[config.mk]
export PLATFORM = sky130hd
export DESIGN_NAME = ebcd_parse
export DESIGN_NICKNAME = d
export VERILOG_FILES = /design/src/sv/ebcd_pkg.sv /design/src/sv/ebcd_parse.sv
export SDC_FILE = /design/constraint.sdc
export NUM_CORES = 1
export LEC_CHECK = 0
export ABC_AREA = 1
export BUFFER_PORTS_ARGS = -buffer_cell sky130_fd_sc_hd__buf_2
export CORE_MARGIN = 1.5
export CORE_UTILIZATION = 40
export CTS_CLUSTER_DIAMETER = 80
export CTS_CLUSTER_SIZE = 12
export DETAILED_ROUTE_END_ITERATION = 6
export SYNTH_ARGS = -nofsm -noshare
export SYNTH_HDL_FRONTEND = slang
export SYNTH_SLANG_ARGS = --single-unit
[constraint.sdc]
create_clock -name clk -period 4.35 [get_ports clk]
set_clock_uncertainty 0.2 [all_clocks]
set_input_delay 0.435 -clock clk [delete_from_list [all_inputs] [get_ports clk]]
set_output_delay 0.435 -clock clk [all_outputs]
set_load 0.01 [all_outputs]
[src/sv/ebcd_pkg.sv]
package ebcd_pkg;

  localparam int RING_DEPTH_DEF = 256;

  localparam logic [31:0] ALL_ONES = 32'hffff_ffff;

  // 64-bit command patterns, aligned after the leading ones are stripped
  localparam logic [63:0] PAT_GO_IDLE     = 64'h4000_0000_0095_ffff;
  localparam logic [63:0] PAT_GO_PRE_IDLE = 64'h40f0_f0f0_f0fd_ffff;
  localparam logic [63:0] PAT_BOOT_INIT   = 64'h40ff_ffff_fae5_ffff;

  localparam logic [1:0] ACT_NONE  = 2'd0;
  localparam logic [1:0] ACT_START = 2'd1;
  localparam logic [1:0] ACT_STOP  = 2'd2;

  localparam logic [1:0] CMD_NONE     = 2'd0;
  localparam logic [1:0] CMD_GO_IDLE  = 2'd1;
  localparam logic [1:0] CMD_PRE_IDLE = 2'd2;
  localparam logic [1:0] CMD_BOOT     = 2'd3;

  localparam logic [1:0] STAT_PARSED = 2'd0;
  localparam logic [1:0] STAT_BUSY   = 2'd1;
  localparam logic [1:0] STAT_MISSED = 2'd2;

  localparam logic OP_STORE = 1'b0;
  localparam logic OP_EVENT = 1'b1;

  typedef struct packed {
    logic        operation;
    logic [31:0] rx_word;
  } in_t;

  typedef struct packed {
    logic [1:0] action;
    logic [1:0] command_found;
    logic [1:0] scan_status;
    logic       transfer_active;
  } out_t;

  typedef struct packed {
    logic       done;
    logic [1:0] cmd;
  } parse_res_t;

  typedef enum logic [3:0] {
    S_IDLE,
    S_LAST_RD,
    S_LAST_CHK,
    S_BACK_RD,
    S_BACK_CHK,
    S_FWD_RD,
    S_FWD_CHK,
    S_W0_RD,
    S_W1_RD,
    S_W2_RD,
    S_W_CAP,
    S_PARSE,
    S_EMIT
  } state_t;

  function automatic logic [31:0] swap_bytes(input logic [31:0] v);
    swap_bytes = {v[7:0], v[15:8], v[23:16], v[31:24]};
  endfunction

endpackage

[src/sv/ebcd_parse.sv]
module ebcd_parse (
  input  logic                   clk,
  input  logic                   rst_n,
  input  logic                   start,
  input  logic [31:0]            w0,
  input  logic [31:0]            w1,
  input  logic [31:0]            w2,
  output ebcd_pkg::parse_res_t   res
);
  import ebcd_pkg::*;

  logic        busy_r, busy_nxt;
  logic        err_r, err_nxt;
  logic [95:0] sh_r, sh_nxt;
  logic        done;
  logic [1:0]  cmd;

  // strip leading ones one bit per cycle; a first word of all ones sets the error flag and gives no command
  assign done = busy_r && (err_r || !sh_r[95]);

  always_comb begin
    cmd = CMD_NONE;
    if (!err_r) begin
      if (sh_r[95:32] == PAT_GO_IDLE) begin
        cmd = CMD_GO_IDLE;
      end else if (sh_r[95:32] == PAT_GO_PRE_IDLE) begin
        cmd = CMD_PRE_IDLE;
      end else if (sh_r[95:32] == PAT_BOOT_INIT) begin
        cmd = CMD_BOOT;
      end
    end
  end

  always_comb begin
    busy_nxt = busy_r;
    err_nxt  = err_r;
    sh_nxt   = sh_r;
    if (start) begin
      busy_nxt = 1'b1;
      err_nxt  = (w0 == ALL_ONES);
      sh_nxt   = {swap_bytes(w0), swap_bytes(w1), swap_bytes(w2)};
    end else if (done) begin
      busy_nxt = 1'b0;
    end else if (busy_r) begin
      sh_nxt = {sh_r[94:0], 1'b0};
    end
  end

  always_ff @(posedge clk) begin
    if (!rst_n) begin
      busy_r <= 1'b0;
    end else begin
      busy_r <= busy_nxt;
    end
    err_r <= err_nxt;
    sh_r  <= sh_nxt;
  end

  assign res.done = done;
  assign res.cmd  = cmd;

endmodule

* After elaboration in Yosys (flattened, before gate mapping)
Cells that the tools add are included.
** Storage, ports and cells
- Flip-flop bits (word level) :: 98
- Input port bits :: 99
- Output and inout bits :: 3
- Logic and storage cells :: 23
** Operators by class
- Equal/unequal tests :: 5
- Multiplexer cells :: 9
- Reduce and logical (&&, ||, !) cells :: 6
** Operators by type and width (number)
- $mux 96 :: 3
- $eq 64x63->1 const B :: 3
- $eq 32x32->1 const B :: 1
- $mux 2 :: 4
- $reduce_bool 2->1 :: 2
- $mux 1 :: 2
- $ne 2x2->1 const B :: 1
- $reduce_and 2->1 :: 1
- $logic_and 1x1->1 :: 1
- $logic_not 1->1 :: 1
- $logic_or 1x1->1 :: 1

* Logic depth before layout (Yosys ltp)
- Word-level depth :: 5
- Mapped depth :: 9
- Mapped depth without buffers :: 9

* Worst setup path before layout
No wires, ideal clock.
- Path type :: input to register
- From :: in start
- To :: reg sh_r[0] (enable)
- Library setup time :: 0.901 ns
- Arrival :: 2.372 ns
- Data required time :: 3.249 ns
- Slack :: 0.878 ns
- Stages :: 3
- Buffers on the path :: 1
- Cell sequence :: inv_1 > clkbuf_1 > nand2_1
** Between the ends
- Longest elaborated chain between the ends :: 2
- Elaborated cells between the ends (all ways) :: 3
- Those cells by class :: 1 x eq/ne; 2 x reduce/logical
** Ends and longest elaborated chain
- from (decl) :: line ebcd_parse.sv:4 : input logic start,
- $ne 2x2->1 (no line) / $reduce_bool 2->1 (equally long branches)
- $reduce_and 2->1 (no line) (*)
- to (signal assigned) :: line ebcd_parse.sv:56 : sh_r <= sh_nxt;
- to (decl) :: line ebcd_parse.sv:14 : logic [95:0] sh_r, sh_nxt;
Mark *: on every way between the ends. The rest lies on a longest branch, timed or not.
A chain may end at the register's enable or synchronous reset.

* Worst setup path in the final report
- From :: reg err_r
- To :: reg sh_r[7] (enable)
** Between the ends
- Longest elaborated chain between the ends :: 4
** Ends and longest elaborated chain
- from (decl) :: line ebcd_parse.sv:13 : logic err_r, err_nxt;
- from (signal assigned) :: line ebcd_parse.sv:55 : err_r <= err_nxt;
- $logic_or 1x1->1 :: line ebcd_parse.sv:19 : assign done = busy_r && (err_r || !sh_r[95]);
- $logic_and 1x1->1 :: line ebcd_parse.sv:19
- $ne 2x2->1 (no line)
- $reduce_and 2->1 (no line)
Every way passes these cells.

==> results.tsv <==
metric	value	unit
layout_setup_ws	2000	ps
clock_latency	340	ps
mostFrequentLayoutCell	nand2_1	
final_net_count	756	
postCtsSetupRepairBufs	0	
antenna_cells	0	
yosysSeqAreaShare	61.2	%
fin_area	5700	sq um
finalNonFillerCells	804	
routed-via-count	3748	
synthSimpleGateAreaFrac	30.7	%
cts_resized	0	
syn_area	4790	sq um
grt-ovfl-total	0	
startpoint_type	register	
synth.top_cell.area_share	60.8	%
yosys_warnings	0	
max_stage_delay	800	ps
dp_hpwl	7030	um
yosysUniqueCellTypes	17	
finalHoldViolations	0	
finalSetupTns	0	ps
crit_chain	inv_1 -> nand3_1 -> nand2_4 -> buf_4	
dieHeight	112	um
cts_tree	done	
htree_levels	3	
grt_max_degree	121	
areaGrowthSynthToFinish	19.0	%
wl_per_cell	12.6	um
portBuffers	101	
drc	3	
power	2.22	mW
maxCapViolCount	0	
die_width	112	um
drv_slew	0	
synth_top_family_by_area	simple AND/OR/NAND/NOR gates	
synth_area_leaders	edfxtp_1, nand2_1, nor2_1	
arrival	2190	ps
drt_wl_total	10200	um
run_status	finished, violations left	
final_antenna_net_count	0	
peakVddDrop	0.167	mV
worst_slew_pin_slew	1110	ps
setup_viol	0	
root_buffer	clkbuf_16	
timing.critical_path.from	err_r$_DFFE_PP_	
power.leakage	2.66	nW
first_global_vias	3703	
coreArea	11600	sq um
cts_hold_buf	0	
r2r_setup_slack	2000	ps
grt_pass1_wl	16900	um
dp.cells	789	
post-route-period-util	54.0	%
cts_buffers	9	
power_density	389	nW/um^2
start_util	41.5	%
violations	design-rule violations	
netlist_instances	564	
drive_above_1_share	19.2	%
rsz0062_at_grt	no	
max_freq	426	MHz
synth_mux_area_share	0	%
slowest_stage	nand2_4	
gp_congestion	0.776	
critical_path_class	register to register	
ios	102	
dp_slack	1980	ps
fp-row-count	39	
worstHoldPathType	primary input to register	
synthXorXnorAreaFrac	0	%
cts.path.max_buffers	2	
crit_fanout	85	
firstDrtPassIters	7	
synth_compound_area_share	2.90	%
dpl_cell_area	5400	sq um
via_per_inst	4.66	
maxSlewHeadroom	25.9	%
rr_startpoint	err_r$_DFFE_PP_	
ys_ff_latch	98	
dieArea	12700	sq um
crit_required	4190	ps
grtUsageTotal	16.9	%
path_clk_slew	60	ps
first_iter_violations	196	
syn_avg_cell_area	8.50	sq um
fin_crit	2350	ps
grt_antenna_before_repair	0	
synth_top_area_cell	edfxtp_1	
cts_num_sinks	98	
synthAdderAreaFrac	0	%
layout_common_cells	nand2_1, buf_2, edfxtp_1	
worstHoldStart	rst_n	
crit_path_end_kind	register	
syn_nets	663	
## worst max-delay path, delay by kind of cell, from the launching register on
family | cells | cell delay [ps]
DFF | 1 | 390
buffers and inverters | 2 | 460
and+or+nand+nor | 2 | 930
## power by group
group | total (mW) | internal [mW] | leakage (nW) | switching [mW]
Sequential | 1.18 | 1.14 | 0.979 | 0.0414
Combinational | 0.214 | 0.0829 | 1.53 | 0.131
Clock | 0.825 | 0.497 | 0.153 | 0.328
Total | 2.22 | 1.72 | 2.66 | 0.500
## cell families (layout without fill, tap and decap cells)
group,after synthesis,in the layout
buf+inv,58,155
compound gates,26,26
flops,98,98
simple gates,382,382
## cell type report
cell class / count / area, sq um
well taps: 143 / 179
inverters: 36 / 135
flip-flops and latches: 98 / 2930
multi-input cells: 408 / 1620
fillers: 1143 / 5860
clock buffers: 9 / 225
repair buffers: 104 / 531
clock inverters: 6 / 82.6
## state kept, by name, indices dropped and copies added (netlist names)
register,cells
sh_r,96
busy_r,1
err_r,1
## final timing paths
kind / to / cells past startpoint
min: busy_r$_SDFFE_PN0P_ / 2
min reg2reg: sh_r[24]$_DFFE_PP_ / 2
max reg2reg: sh_r[7]$_DFFE_PP_ / 4
max: sh_r[7]$_DFFE_PP_ / 4
## layer usage
| layer | track usage, % | share of wire [%] | vias to the layer above |
|---|---|---|---|
| li1 | - | - | 1973 |
| met2 | 27.8 | 47 | 74 |
| met3 | 2.54 | 3.7 | 9 |
| met1 | 22.6 | 47 | 1692 |
| met4 | 7.26 | 1.6 | 0 |
| met5 | 0 | 0 | - |
## cell usage after synthesis
master	count
nor2_1	56
inv_2	2
buf_4	3
inv_1	34
o21ai_0	23
a21oi_2	1
nor4_1	1
nor2_2	4
or2_1	1
dfxtp_1	1
clkbuf_1	2
nand3_1	3
nand2_1	309
nand4_1	8
a21boi_0	2
buf_2	17
edfxtp_1	97
## per-stage QoR
step / util [%] / hold WS (ps)
after floorplan: - / 286
after global placement: 46.7 / 292
final: 49.3 / 155
after CTS: 49.3 / 147
after global routing: 49.3 / 164
after detailed placement: 46.7 / 303
No activity file was read; power rests on OpenSTA's default activity.
